[src/rtl/fpd_pkg.sv]
package fpd_pkg;

  // Width of every coordinate, track index and register field on the ports.
  localparam int FIELD_BITS = 16;

  // Default sizing of the point store and of the coordinate datapath.
  localparam int MAX_POINTS_DEF = 256;
  localparam int COORD_BITS_DEF = 16;

  // Width of the squared radius, computed from a 16-bit limit.
  localparam int LIM_SQ_BITS = 2 * FIELD_BITS;

  // Configuration port.
  localparam int CFG_INDEX_BITS = 8;
  localparam logic [CFG_INDEX_BITS-1:0] REG_DISTANCE_LIMIT  = CFG_INDEX_BITS'(0);
  localparam logic [CFG_INDEX_BITS-1:0] REG_FIRST_NEW_INDEX = CFG_INDEX_BITS'(1);

  localparam logic [FIELD_BITS-1:0] RESET_DISTANCE_LIMIT  = FIELD_BITS'(160);
  localparam logic [FIELD_BITS-1:0] RESET_FIRST_NEW_INDEX = FIELD_BITS'(0);

  // Action codes carried by an input word.
  typedef enum logic [1:0] {
    ACT_CLEAR = 2'd0,
    ACT_LOAD  = 2'd1,
    ACT_TEST  = 2'd2
  } action_t;

  typedef struct packed {
    action_t               action;
    logic [FIELD_BITS-1:0] point_x;
    logic [FIELD_BITS-1:0] point_y;
  } item_t;

  typedef struct packed {
    logic                  kept;
    logic [FIELD_BITS-1:0] kept_x;
    logic [FIELD_BITS-1:0] kept_y;
    logic [FIELD_BITS-1:0] new_index;
    logic                  store_full;
  } result_t;

endpackage

[src/rtl/fpd_dist.sv]
// Pipelined squared-distance unit: absolute differences, squares, then the
// sum compared against the squared radius. One stored point enters per cycle.
module fpd_dist #(
  parameter int COORD_BITS = fpd_pkg::COORD_BITS_DEF
) (
  input  logic                             clk,
  input  logic                             rst,
  input  logic                             start,
  input  logic [COORD_BITS-1:0]            cand_x,
  input  logic [COORD_BITS-1:0]            cand_y,
  input  logic [COORD_BITS-1:0]            trk_x,
  input  logic [COORD_BITS-1:0]            trk_y,
  input  logic [fpd_pkg::LIM_SQ_BITS-1:0]  lim_sq,
  output logic                             busy,
  output logic                             hit_vld,
  output logic                             hit
);

  localparam int SQW  = 2 * COORD_BITS;
  localparam int SUMW = SQW + 1;
  localparam int CMPW = (SUMW > fpd_pkg::LIM_SQ_BITS) ? SUMW : fpd_pkg::LIM_SQ_BITS;

  logic                  v1, v2, v3;
  logic [COORD_BITS-1:0] dx, dy;
  logic [SQW-1:0]        sx, sy;
  logic                  close;
  logic [SUMW-1:0]       sum_sq;

  assign sum_sq = SUMW'(sx) + SUMW'(sy);

  always_ff @(posedge clk) begin
    if (rst) begin
      v1 <= 1'b0;
      v2 <= 1'b0;
      v3 <= 1'b0;
    end else begin
      v1 <= start;
      v2 <= v1;
      v3 <= v2;
    end
    dx    <= (cand_x >= trk_x) ? (cand_x - trk_x) : (trk_x - cand_x);
    dy    <= (cand_y >= trk_y) ? (cand_y - trk_y) : (trk_y - cand_y);
    sx    <= SQW'(dx) * SQW'(dx);
    sy    <= SQW'(dy) * SQW'(dy);
    close <= CMPW'(sum_sq) <= CMPW'(lim_sq);
  end

  assign busy    = v1 || v2 || v3;
  assign hit_vld = v3;
  assign hit     = close;

endmodule

[config.mk]
export PLATFORM = sky130hd
export DESIGN_NAME = fpd_dist
export DESIGN_NICKNAME = d
export VERILOG_FILES = /design/src/rtl/fpd_pkg.sv /design/src/rtl/fpd_dist.sv
export SDC_FILE = /design/constraint.sdc
export NUM_CORES = 1
export LEC_CHECK = 0
export ABC_AREA = 1
export BUFFER_PORTS_ARGS = -buffer_cell sky130_fd_sc_hd__buf_2
export CAP_MARGIN = 20
export CORE_ASPECT_RATIO = 1.4
export CORE_MARGIN = 10
export CORE_UTILIZATION = 70
export CTS_BUF_LIST = sky130_fd_sc_hd__clkbuf_4
export DETAILED_ROUTE_END_ITERATION = 16
export PLACE_DENSITY = 0.9
export SLEW_MARGIN = 5
export SYNTH_ARGS = -nofsm -noshare
export SYNTH_HDL_FRONTEND = slang
export SYNTH_SLANG_ARGS = --single-unit
[constraint.sdc]
create_clock -name clk -period 12.3 [get_ports clk]
set_clock_uncertainty 0.05 [all_clocks]
set_input_delay 1.23 -clock clk [delete_from_list [all_inputs] [get_ports clk]]
set_output_delay 1.23 -clock clk [all_outputs]
set_load 0.02 [all_outputs]
## Yosys cells after proc, flatten, opt, wreduce, memory -nomap -nowiden

Cells that the tools add are included.

- Add/subtract/negate cells: 5
- $mul: 2
- Div/mod/pow operators: 0
- Magnitude comparators: 3
- Equality and inequality tests: 0
- Shift-type cells: 0
- Muxes and demuxes: 2
- Bitwise logic cells: 0
- Reductions and logical operators: 2

Operators by type and width:

| cell | number |
|---|---|
| $mul A16 B16 Y32 | 2 |
| $sub A16 B16 Y16 | 4 |
| $add A32 B32 Y33 | 1 |
| $le A33 B32 Y1 | 1 |
| $ge A16 B16 Y1 | 2 |
| $mux W16 | 2 |
| $logic_or A1 B1 Y1 | 2 |

- Register bits after elaboration: 100
- Latch bits: 0
- Memory bits (writable): 0
- Memory bits (read-only): 0
- Input bits: 99
- Output and inout bits: 3
- Logic and storage cells: 22
- Memories kept: 0

## Depth between registers and ports, before layout

Gate-level depths: netlist (run 1).

- Depth after elaboration: 2
- Gate-level depth with buffers: 28

## Least setup slack after synthesis (run 1)

OpenSTA, ideal clock, no wires.

- Path kind: flip-flop to flip-flop
- Start: reg dx[11]
- End: reg sx[28]
- Arrival: 5305 ps
- Required time: 12138 ps
- Path slack: 6833 ps
- Cell stages (with the launch flop): 23
- Buffers on the path: 2
- Period minus slack after synthesis: 5467 ps
- Cells stage by stage: dfxtp_1 clkbuf_1 clkbuf_1 nand2_1 fa_1 inv_1 fa_1 fa_1 fa_1 fa_1 inv_1 fa_1 inv_1 ha_1 a21oi_1 o21ai_0 a21oi_1 nand3_1 a21o_1 nand2_1 nand2_1 nand2_1 nand2_1

- Word-level cells in the longest chain between the ends: 1

RTL lines:

| element | line | source |
|---|---|---|
| start: declaration | fpd_dist.sv:24 | `logic [COORD_BITS-1:0] dx, dy;` |
| start signal: assignment | fpd_dist.sv:41 | `dx <= (cand_x >= trk_x) ? (cand_x - trk_x) : (trk_x - cand_x);` |
| $mul A16 B16 Y32 | fpd_dist.sv:43 | `sx <= SQW'(dx) * SQW'(dx);` |
| end signal: assignment | fpd_dist.sv:43 |  |
| end: declaration | fpd_dist.sv:25 | `logic [SQW-1:0] sx, sy;` |

No other way between the ends.
A chain may end at the register's enable or synchronous reset.

## Final worst setup path (run 1)

- Start: reg dx[7]
- End: reg sx[29]

The elaborated chain is that of the path after synthesis.

==> out/metrics.yaml, run 1 <==
cts:
  clockRootBuffer: "clkbuf_4"
  cts_resized: 0
  cts_made_buffers: 9
  h-tree-depth: 3
  hold_buffers: 0
  clkLatencyLatePin_ps: 550
  clockBufferDepth: 2
  cts.sinks: 98
  cts_tree: "done"
  post-cts-setup-buffers: 0
  clkTransAtPathRegs_ps: 200
worst_setup_path:
  reg2reg_depth: 21
  endpoint_kind: "flop"
  required_ps: 12720
  start_kind: "flop"
  cp_max_fo: 16
  rrSetupSlack_ps: 6230
  cp_data_arrival_time_ps: 6490
  crit_type: "reg2reg"
detailed_routing:
  routedWlPerCell_um: 16.3
  first_pass_iters: 6
  vias: 18800
  drt_iter0_drc: 1187
  drc_errors: 0
  postRouteAntennaNets: 0
  routed_wl_um: 54600
  via_per_inst: 5.60
logic_synthesis:
  synth-main-ff-cell: "dfxtp_1"
  synth_top_area_cell: "fa_1"
  async_flop_share_pct: 0
  synth_edf_count: 0
  ys_seq_area_share_pct: 8.80
  syn-cell-area_sq_um: 22300
  yosys.cell_types.count: 41
  synth_warnings: 0
  synth_area_leaders: "fa_1, ha_1, inv_1"
  synthCells: 2914
  avgSynthCellArea_sq_um: 7.65
  synth_top_area_share_pct: 29.5
  syn-num-nets: 3669
  ys_ff_latch: 98
global_route:
  grt_overflow_total: 0
  grt_max_degree: 23
  grt_pass1_vias: 20800
  track_usage_pct: 28.8
  grt_pass1_wl_um: 93100
  grt_antenna_before_repair: 2
sta:
  rsz0062_at_grt: "no"
  worst_slew_pin_slew_ps: 889
  hold_viol: 0
  relSlewSlack_pct: 40.7
  setup_tns_ps: 0
  maxSlewViolCount: 0
  period_share_pct: 49.3
  fmax_mhz: 165
  hold-worst-slack_ps: 387
  setup_viol: 0
  period_minus_slack_ps: 6070
floorplanning:
  core_sq_um: 31500
  fp.dieH_um: 231
  io_pins: 102
  start_util_pct: 70.8
  dieArea_sq_um: 39500
  placement_rows: 77
  die_x_um: 171
min_path:
  hold_depth: 2
  min_path_type: "reg2reg"
placement:
  dpl.hpwl_um: 47200
  dpl.cell_count: 3344
  place_congestion: 0.994
  port_buffers: 101
final_layout:
  nets: 3715
  layout-drive-gt1-share_pct: 4.93
  syn2layout_area_growth_pct: 3.82
  final_cells: 3362
outcome:
  status: "finished clean"
flow_run:
  drv_cap: 0
layer usage:
| layer | vias up | wire length [um] | track usage, % |
|---|---|---|---|
| li1 | 8874 | - | - |
| met1 | 8949 | 19300 | 30.0 |
| met5 | - | 0 | 0 |
| met4 | 0 | 3010 | 15.4 |
| met2 | 741 | 29500 | 54.9 |
| met3 | 249 | 2830 | 3.10 |
critical path, cell delays in order, from the launching register on:
cell	delay, ps
dfxtp_1	850
nand2_1	230
inv_1	140
ha_1	250
xor2_1	230
fa_1	500
fa_1	580
fa_1	430
fa_1	490
inv_1	50
fa_1	470
inv_1	40
ha_1	360
a21oi_1	290
o21ai_0	160
a21oi_1	160
nand3_1	200
a21o_1	240
nand2_1	80
nand2_1	60
nand2_1	60
nand2_1	70
stage by stage:
step / utilization, % / setup WS (ps) / instance area, sq um
2_1_floorplan: - / 6830 / 22300
3_3_place_gp: 73.1 / 6390 / 23000
3_5_place_dp: 73.1 / 6280 / 23000
4_1_cts: 73.5 / 6300 / 23100
5_1_grt: 73.5 / 5860 / 23100
6_report: 73.5 / 6230 / 23100
cells in the mapped netlist (2+ instances only):
| master | number |
|---|---|
| ha_1 | 328 |
| o21bai_1 | 18 |
| a21oi_1 | 184 |
| buf_6 | 2 |
| nand4_1 | 22 |
| mux2i_1 | 2 |
| nand2_2 | 3 |
| a21oi_2 | 2 |
| inv_2 | 5 |
| a31o_2 | 4 |
| a21boi_0 | 3 |
| o21ai_0 | 101 |
| o21ai_1 | 14 |
| xnor2_1 | 41 |
| nor3_1 | 17 |
| clkbuf_1 | 61 |
| dfxtp_1 | 98 |
| buf_4 | 2 |
| o211ai_1 | 5 |
| a31oi_1 | 16 |
| xor2_1 | 92 |
| fa_1 | 328 |
| nor4_1 | 7 |
| or2_2 | 6 |
| a21o_1 | 15 |
| o21ai_2 | 5 |
| nand2_1 | 561 |
| nand3_2 | 2 |
| nor2_1 | 130 |
| inv_1 | 784 |
| nand3_1 | 46 |
placed cells by master, fill, tap and decap left out, types with 4 or more instances in the layout:
master      n
o21bai_1   18
ha_1      328
fa_1      328
o21ai_0   101
xnor2_1    41
a21o_1     15
nor3_1     17
o21ai_1    14
dfxtp_1    98
buf_2     101
nand4_1    22
a31oi_1    16
nor4_1      7
nor2_1    130
a21oi_1   184
xor2_1     92
inv_2       5
or2_2       6
clkbuf_4   12
nand2_1   561
o21ai_2     5
inv_1     784
nand3_1    46
o211ai_1    5
a31o_2      4
final cells by class:
class                      count  area (sq um)
inverter                     789          2960
antenna                        3          7.51
multi-input combinational   1961         17100
clock inverter                 3          25.0
fill                        2402          8360
sequential                    98          1960
tap                          395           494
clock buffer                  12          90.1
timing repair buffer         101           505
cells by family after synthesis:
| group | synth area share (%) |
|---|---|
| xor gates and xnor gates | 5.22 |
| DFF | 8.80 |
| muxes | 0.0898 |
| buffers and inverters | 14.5 |
| AOI/OAI and AO/OA | 9.09 |
| adders and majority gates | 47.9 |
| and+or+nand+nor | 14.5 |
path summary, 6_finish.rpt:
check	start	endpoint
worst min register to register	v2	hit_vld
worst max register to register	dx[7]	sx[29]
worst min-delay path	v2	hit_vld
worst max-delay path	dx[7]	sx[29]
state kept, by name, summed over array words and instances, names as in the netlist:
register	cells
sx	31
sy	31
dx	16
dy	16
hit	1
hit_vld	1
v1	1
v2	1
Power of run 1 is left out: the tool's default activity adds up to more than one toggle a clock period on the data nets, which glitch-free logic cannot reach.
==> inputs of run 2 (changes only) <==
--- a/config.mk
+++ b/config.mk
@@ -10,10 +10,10 @@
 export CAP_MARGIN = 20
 export CORE_ASPECT_RATIO = 1.4
 export CORE_MARGIN = 10
-export CORE_UTILIZATION = 70
+export CORE_UTILIZATION = 66
 export CTS_BUF_LIST = sky130_fd_sc_hd__clkbuf_4
 export DETAILED_ROUTE_END_ITERATION = 16
-export PLACE_DENSITY = 0.9
+export PLACE_DENSITY = 0.86
 export SLEW_MARGIN = 5
 export SYNTH_ARGS = -nofsm -noshare
 export SYNTH_HDL_FRONTEND = slang
==> constraint.sdc (replaced) <==
create_clock -name clk -period 6 [get_ports clk]
set_clock_uncertainty 0.05 [all_clocks]
set_input_delay 0.6 -clock clk [delete_from_list [all_inputs] [get_ports clk]]
set_output_delay 0.6 -clock clk [all_outputs]
set_load 0.02 [all_outputs]
==> run 2 against run 1 <==
  * Register-to-register slack worse by 6000 ps
  * Clock-buffer cell count down 3
  * Die area up 5.4%
  * Critical path depth down 1
  * Maximum frequency up 5.5%
  * Sequential share of layout area about the same
  * Non-clock buffer count up 25
  * Critical path type unchanged
  * Critical endpoint unchanged
==> out/metrics.yaml, run 2 (synthesis results as in run 1) <==
outcome:
  status: "finished clean"
global_route:
  grt_pass1_wl_um: 92700  # -0.52%
  track_usage_pct: 27.0  # -1.8 points
  grt_pass1_vias: 20700  # -0.53%
  grt_max_degree: 23  # unchanged
  grt_overflow_total: 0  # unchanged
  grt_antenna_before_repair: 2  # unchanged
placement:
  dpl.hpwl_um: 47400  # +0.33%
  place_congestion: 0.970  # -2.5%
  dpl.cell_count: 3419  # +2.2%
  port_buffers: 101  # unchanged
worst_setup_path:
  cp_data_arrival_time_ps: 6120  # -370 ps
  start_kind: "flop"
  endpoint_kind: "flop"
  required_ps: 6380  # -6340 ps
  crit_type: "reg2reg"
  cp_max_fo: 8  # -8
sta:
  setup_viol: 0  # unchanged
  fmax_mhz: 174  # +5.5%
  rsz0062_at_grt: "no"
  worst_slew_pin_slew_ps: 598  # -291 ps
  maxSlewViolCount: 0  # unchanged
  period_minus_slack_ps: 5750  # -319 ps
  hold_viol: 0  # unchanged
  period_share_pct: 95.8  # +46 points
  setup_tns_ps: 0  # unchanged
  relSlewSlack_pct: 59.7  # +19 points
floorplanning:
  dieArea_sq_um: 41600  # +5.4%
  fp.dieH_um: 237  # +2.7%
  die_x_um: 175  # +2.6%
  core_sq_um: 33300  # +5.7%
  start_util_pct: 66.9  # -3.8 points
  io_pins: 102  # unchanged
  placement_rows: 79  # +2.6%
detailed_routing:
  drc_errors: 0  # unchanged
  first_pass_iters: 6  # unchanged
  postRouteAntennaNets: 0  # unchanged
  drt_iter0_drc: 1070  # -9.9%
  routed_wl_um: 54400  # -0.44%
  routedWlPerCell_um: 15.8  # -2.6%
  via_per_inst: 5.42  # -3.1%
  vias: 18600  # -0.93%
cts:
  h-tree-depth: 3  # unchanged
  cts_resized: 0  # unchanged
  clkTransAtPathRegs_ps: 160  # -40 ps
  hold_buffers: 0  # unchanged
  cts.sinks: 98  # unchanged
  clockRootBuffer: "clkbuf_4"
  cts_tree: "done"
  post-cts-setup-buffers: 0  # unchanged
  clkLatencyLatePin_ps: 530  # -20 ps
  cts_made_buffers: 9  # unchanged
  clockBufferDepth: 2  # unchanged
final_layout:
  layout_commonest_cell: "inv_1"
  nets: 3740  # +0.67%
  final_cells: 3437  # +2.2%
  syn2layout_area_growth_pct: 5.15
  layout-drive-gt1-share_pct: 6.36  # +1.4 points
  reg_top3: "sx (31), sy (31)"
  layout_common_cells: "inv_1, nand2_1, fa_1, ha_1, a21oi_1"
min_path:
  min_path_type: "in2reg"
flow_run:
  drv_cap: 0  # unchanged
[run 2: cell types whose count changed in the layout (fill, tap and decap cells not counted), moves of 2 or more]
cell and change:
clkinv_2 +2, buf_4 +25, clkbuf_4 -3, dfxtp_2 +18, dfxtp_1 -19
[run 2: critical path: stages, from the launching register on]
cell     delay, ps
dfxtp_1        670
nand2_1        150
fa_1           530
fa_1           550
inv_1           60
fa_1           500
fa_1           510
fa_1           520
inv_1           50
fa_1           470
inv_1           40
ha_1           340
a21oi_1        250
o21ai_0        150
a21oi_1        160
nand3_1        180
a21o_1         230
nand2_1         80
nand2_1         50
nand2_1         60
nand2_1         40
[run 2: cell type report]
type	count	area (sq um)
Fill cell	2665	9870
Tap cell	445	557
Antenna cell	3	7.51
Clock buffer	9	67.6
Clock inverter	6	67.6
Inverter	789	2960
Multi-Input combinational cell	1961	17100
Sequential cell	98	1990
Timing Repair Buffer	126	693
[run 2: worst paths after layout]
path | startpoint | to | slack (ps) | cells after the start
max | dx[14] | sx[29] | 250 | 20
min | rst | hit_vld | 180 | 2
max reg2reg | dx[14] | sx[29] | 250 | 20
min reg2reg | v2 | hit_vld | 380 | 2
[run 2: stage by stage]
stage	worst slack (ps)	instance area, sq um	utilization, %	hold slack, ps
6_report	254	23400	70.4	183
2_1_floorplan	533	22300	-	279
3_3_place_gp	172	23300	69.9	362
3_5_place_dp	83.2	23300	69.9	379
5_1_grt	0.144	23400	70.4	179
4_1_cts	62.6	23400	70.3	152
[run 2: metal layers]
metal  global-route usage [%]  share of wire [%]  vias up
li1                         -                  -     8917
met1                     27.5                 36     8856
met2                     51.8                 54      640
met3                     2.73                4.2      225
met4                     15.8                5.9        0
met5                        0                  0        -
Power of run 2 is left out for the same reason.
==> inputs of run 3 (changes only) <==
--- a/config.mk
+++ b/config.mk
@@ -13,6 +13,7 @@
 export CORE_UTILIZATION = 66
 export CTS_BUF_LIST = sky130_fd_sc_hd__clkbuf_4
 export DETAILED_ROUTE_END_ITERATION = 16
+export MAX_ROUTING_LAYER = met4
 export PLACE_DENSITY = 0.86
 export SLEW_MARGIN = 5
 export SYNTH_ARGS = -nofsm -noshare
==> run 3 against run 2 <==
  * Setup slack improved by 36 ps
  * Final cell count about the same
  * Via count about the same
  * Die area unchanged
  * Largest cell class unchanged
==> out/metrics.yaml, run 3 (synthesis results as in run 1) <==
floorplanning:
  die_x_um: 175  # unchanged
  dieArea_sq_um: 41600  # unchanged
  io_pins: 102  # unchanged
  fp.dieH_um: 237  # unchanged
  start_util_pct: 66.9  # unchanged
  core_sq_um: 33300  # unchanged
  placement_rows: 79  # unchanged
sta:
  worst_slew_pin_slew_ps: 614  # +15.8 ps
  setup_tns_ps: 0  # unchanged
  fmax_mhz: 175  # +0.63%
  maxSlewViolCount: 0  # unchanged
  relSlewSlack_pct: 58.7  # -1.1 points
  period_share_pct: 95.2  # -0.60 points
  rsz0062_at_grt: "no"
  setup_viol: 0  # unchanged
  period_minus_slack_ps: 5710  # -36.2 ps
  hold_viol: 0  # unchanged
worst_setup_path:
  max_stage_delay_ps: 580  # -90 ps
  cp_top_family: "adder cells"
  cp_max_fo: 11  # +3
  cp_slowest_cell: "fa_1"
  cp_cell_sequence: "buf_4, nand2_1, inv_1, fa_1, fa_1, fa_1, fa_1, fa_1, inv_1, fa_1, inv_1, ha_1, a21oi_1, o21ai_0, a21oi_1, nand3_1, a21o_1, nand2_1, nand2_1, nand2_1, nand2_1"
  crit_type: "reg2reg"
  start_kind: "flop"
  endpoint_kind: "flop"
  crit_top_cell: "fa_1"
  required_ps: 6410  # +30 ps
  cp_data_arrival_time_ps: 6120  # about the same
  path_buf_inv: 4  # +1
final_layout:
  layout_common_cells: "inv_1, nand2_1, fa_1, ha_1, a21oi_1"
  final_cells: 3434  # -0.087%
  layout_commonest_cell: "inv_1"
  utilization_pct: 70.3  # -0.11 points
  stdcell_area_sq_um: 23400  # -0.15%
  multiInputGateArea_sq_um: 17100  # unchanged
  nets: 3739  # -0.027%
  seqCellArea_sq_um: 1990  # -0.13%
  fillers: 2704  # +1.5%
  reg_top3: "sx (31), sy (31)"
  syn2layout_area_growth_pct: 4.99
  layout-drive-gt1-share_pct: 6.33  # -0.031 points
detailed_routing:
  drc_errors: 0  # unchanged
  postRouteAntennaNets: 0  # unchanged
  first_pass_iters: 6  # unchanged
  top_layer_used: "met4"
  via_per_inst: 5.43  # +0.17%
  routedWlPerCell_um: 15.7  # -0.72%
  met1_length_um: 19900  # +1.1%
  met3WireLength_um: 2100  # -8.9%
  met2_length_um: 28900  # -1.0%
  drt_iter0_drc: 1062  # -0.75%
  vias: 18700  # +0.080%
  routed_wl_um: 54000  # -0.81%
outcome:
  status: "finished clean"
cts:
  hold_buffers: 0  # unchanged
  cts_tree: "done"
  clockRootBuffer: "clkbuf_4"
  h-tree-depth: 3  # unchanged
  clkLatencyLatePin_ps: 530  # about the same
  cts_resized: 0  # unchanged
  cts.sinks: 98  # unchanged
  post-cts-setup-buffers: 0  # unchanged
  clkTransAtPathRegs_ps: 170  # about the same
  clockBufferDepth: 2  # unchanged
  cts_made_buffers: 9  # unchanged
placement:
  dpl.cell_count: 3418  # -0.029%
  port_buffers: 101  # unchanged
  postPlaceCellArea_sq_um: 23300  # about the same
  dpl.hpwl_um: 47300  # -0.14%
  place_congestion: 0.964  # -0.66%
global_route:
  grt_antenna_before_repair: 1  # -1
  grt_pass1_vias: 20800  # +0.70%
  grt_max_degree: 23  # unchanged
  grt_overflow_total: 0  # unchanged
  track_usage_pct: 27.9  # +0.90 points
  grt_pass1_wl_um: 93500  # +0.92%
min_path:
  min_path_type: "in2reg"
flow_run:
  drv_cap: 0  # unchanged
-- run 3: changes by cell type in the layout (fill, tap and decap cells not counted) --
cell	delta
clkbuf_4	+1
inv_8	-1
bufinv_16	-1
dfxtp_4	-1
clkinv_2	-1
buf_4	-1
inv_6	+2
diode_2	-2
dfxtp_2	+1
-- run 3: worst paths after layout --
check	depth (start not counted)	startpoint	end	slack, ps
worst min register to register	2	v1	v2	400
worst max register to register	21	dx[8]	sx[29]	290
worst min-delay path	2	rst	v2	190
worst max-delay path	21	dx[8]	sx[29]	290
-- run 3: final cells by class --
type | instances | area share (%)
multi-input cells | 1961 | 73.1
flip-flops and latches | 98 | 8.48
diodes | 1 | 0.0107
well taps | 445 | 2.38
clock buffers | 10 | 0.321
repair buffers | 125 | 2.93
clock inverters | 5 | 0.166
inverters | 789 | 12.7
-- run 3: stage by stage --
| step | hold slack [ps] | worst slack, ps |
|---|---|---|
| after floorplan | 279 | 533 |
| after detailed placement | 379 | 118 |
| after global placement | 363 | 179 |
| after CTS | 165 | 110 |
| after global routing | 171 | 8.80 |
| final | 188 | 290 |
-- run 3: per-layer routing --
layer | vias up | GRT usage, %
li1 | 8917 | -
met1 | 8910 | 28.2
met2 | 589 | 51.1
met3 | 237 | 3.11
met4 | 0 | 15.7
met5 | - | -
-- run 3: worst reg2reg max path: stages, from the launching register on --
cell and delay [ps]:
dfxtp_2 510, buf_4 210, nand2_1 100, inv_1 120, fa_1 450, fa_1 540
fa_1 580, fa_1 430, fa_1 490, inv_1 50, fa_1 480, inv_1 40
ha_1 350, a21oi_1 240, o21ai_0 170, a21oi_1 160, nand3_1 210, a21o_1 240
nand2_1 80, nand2_1 60, nand2_1 60, nand2_1 50
Power of run 3 is left out for the same reason.
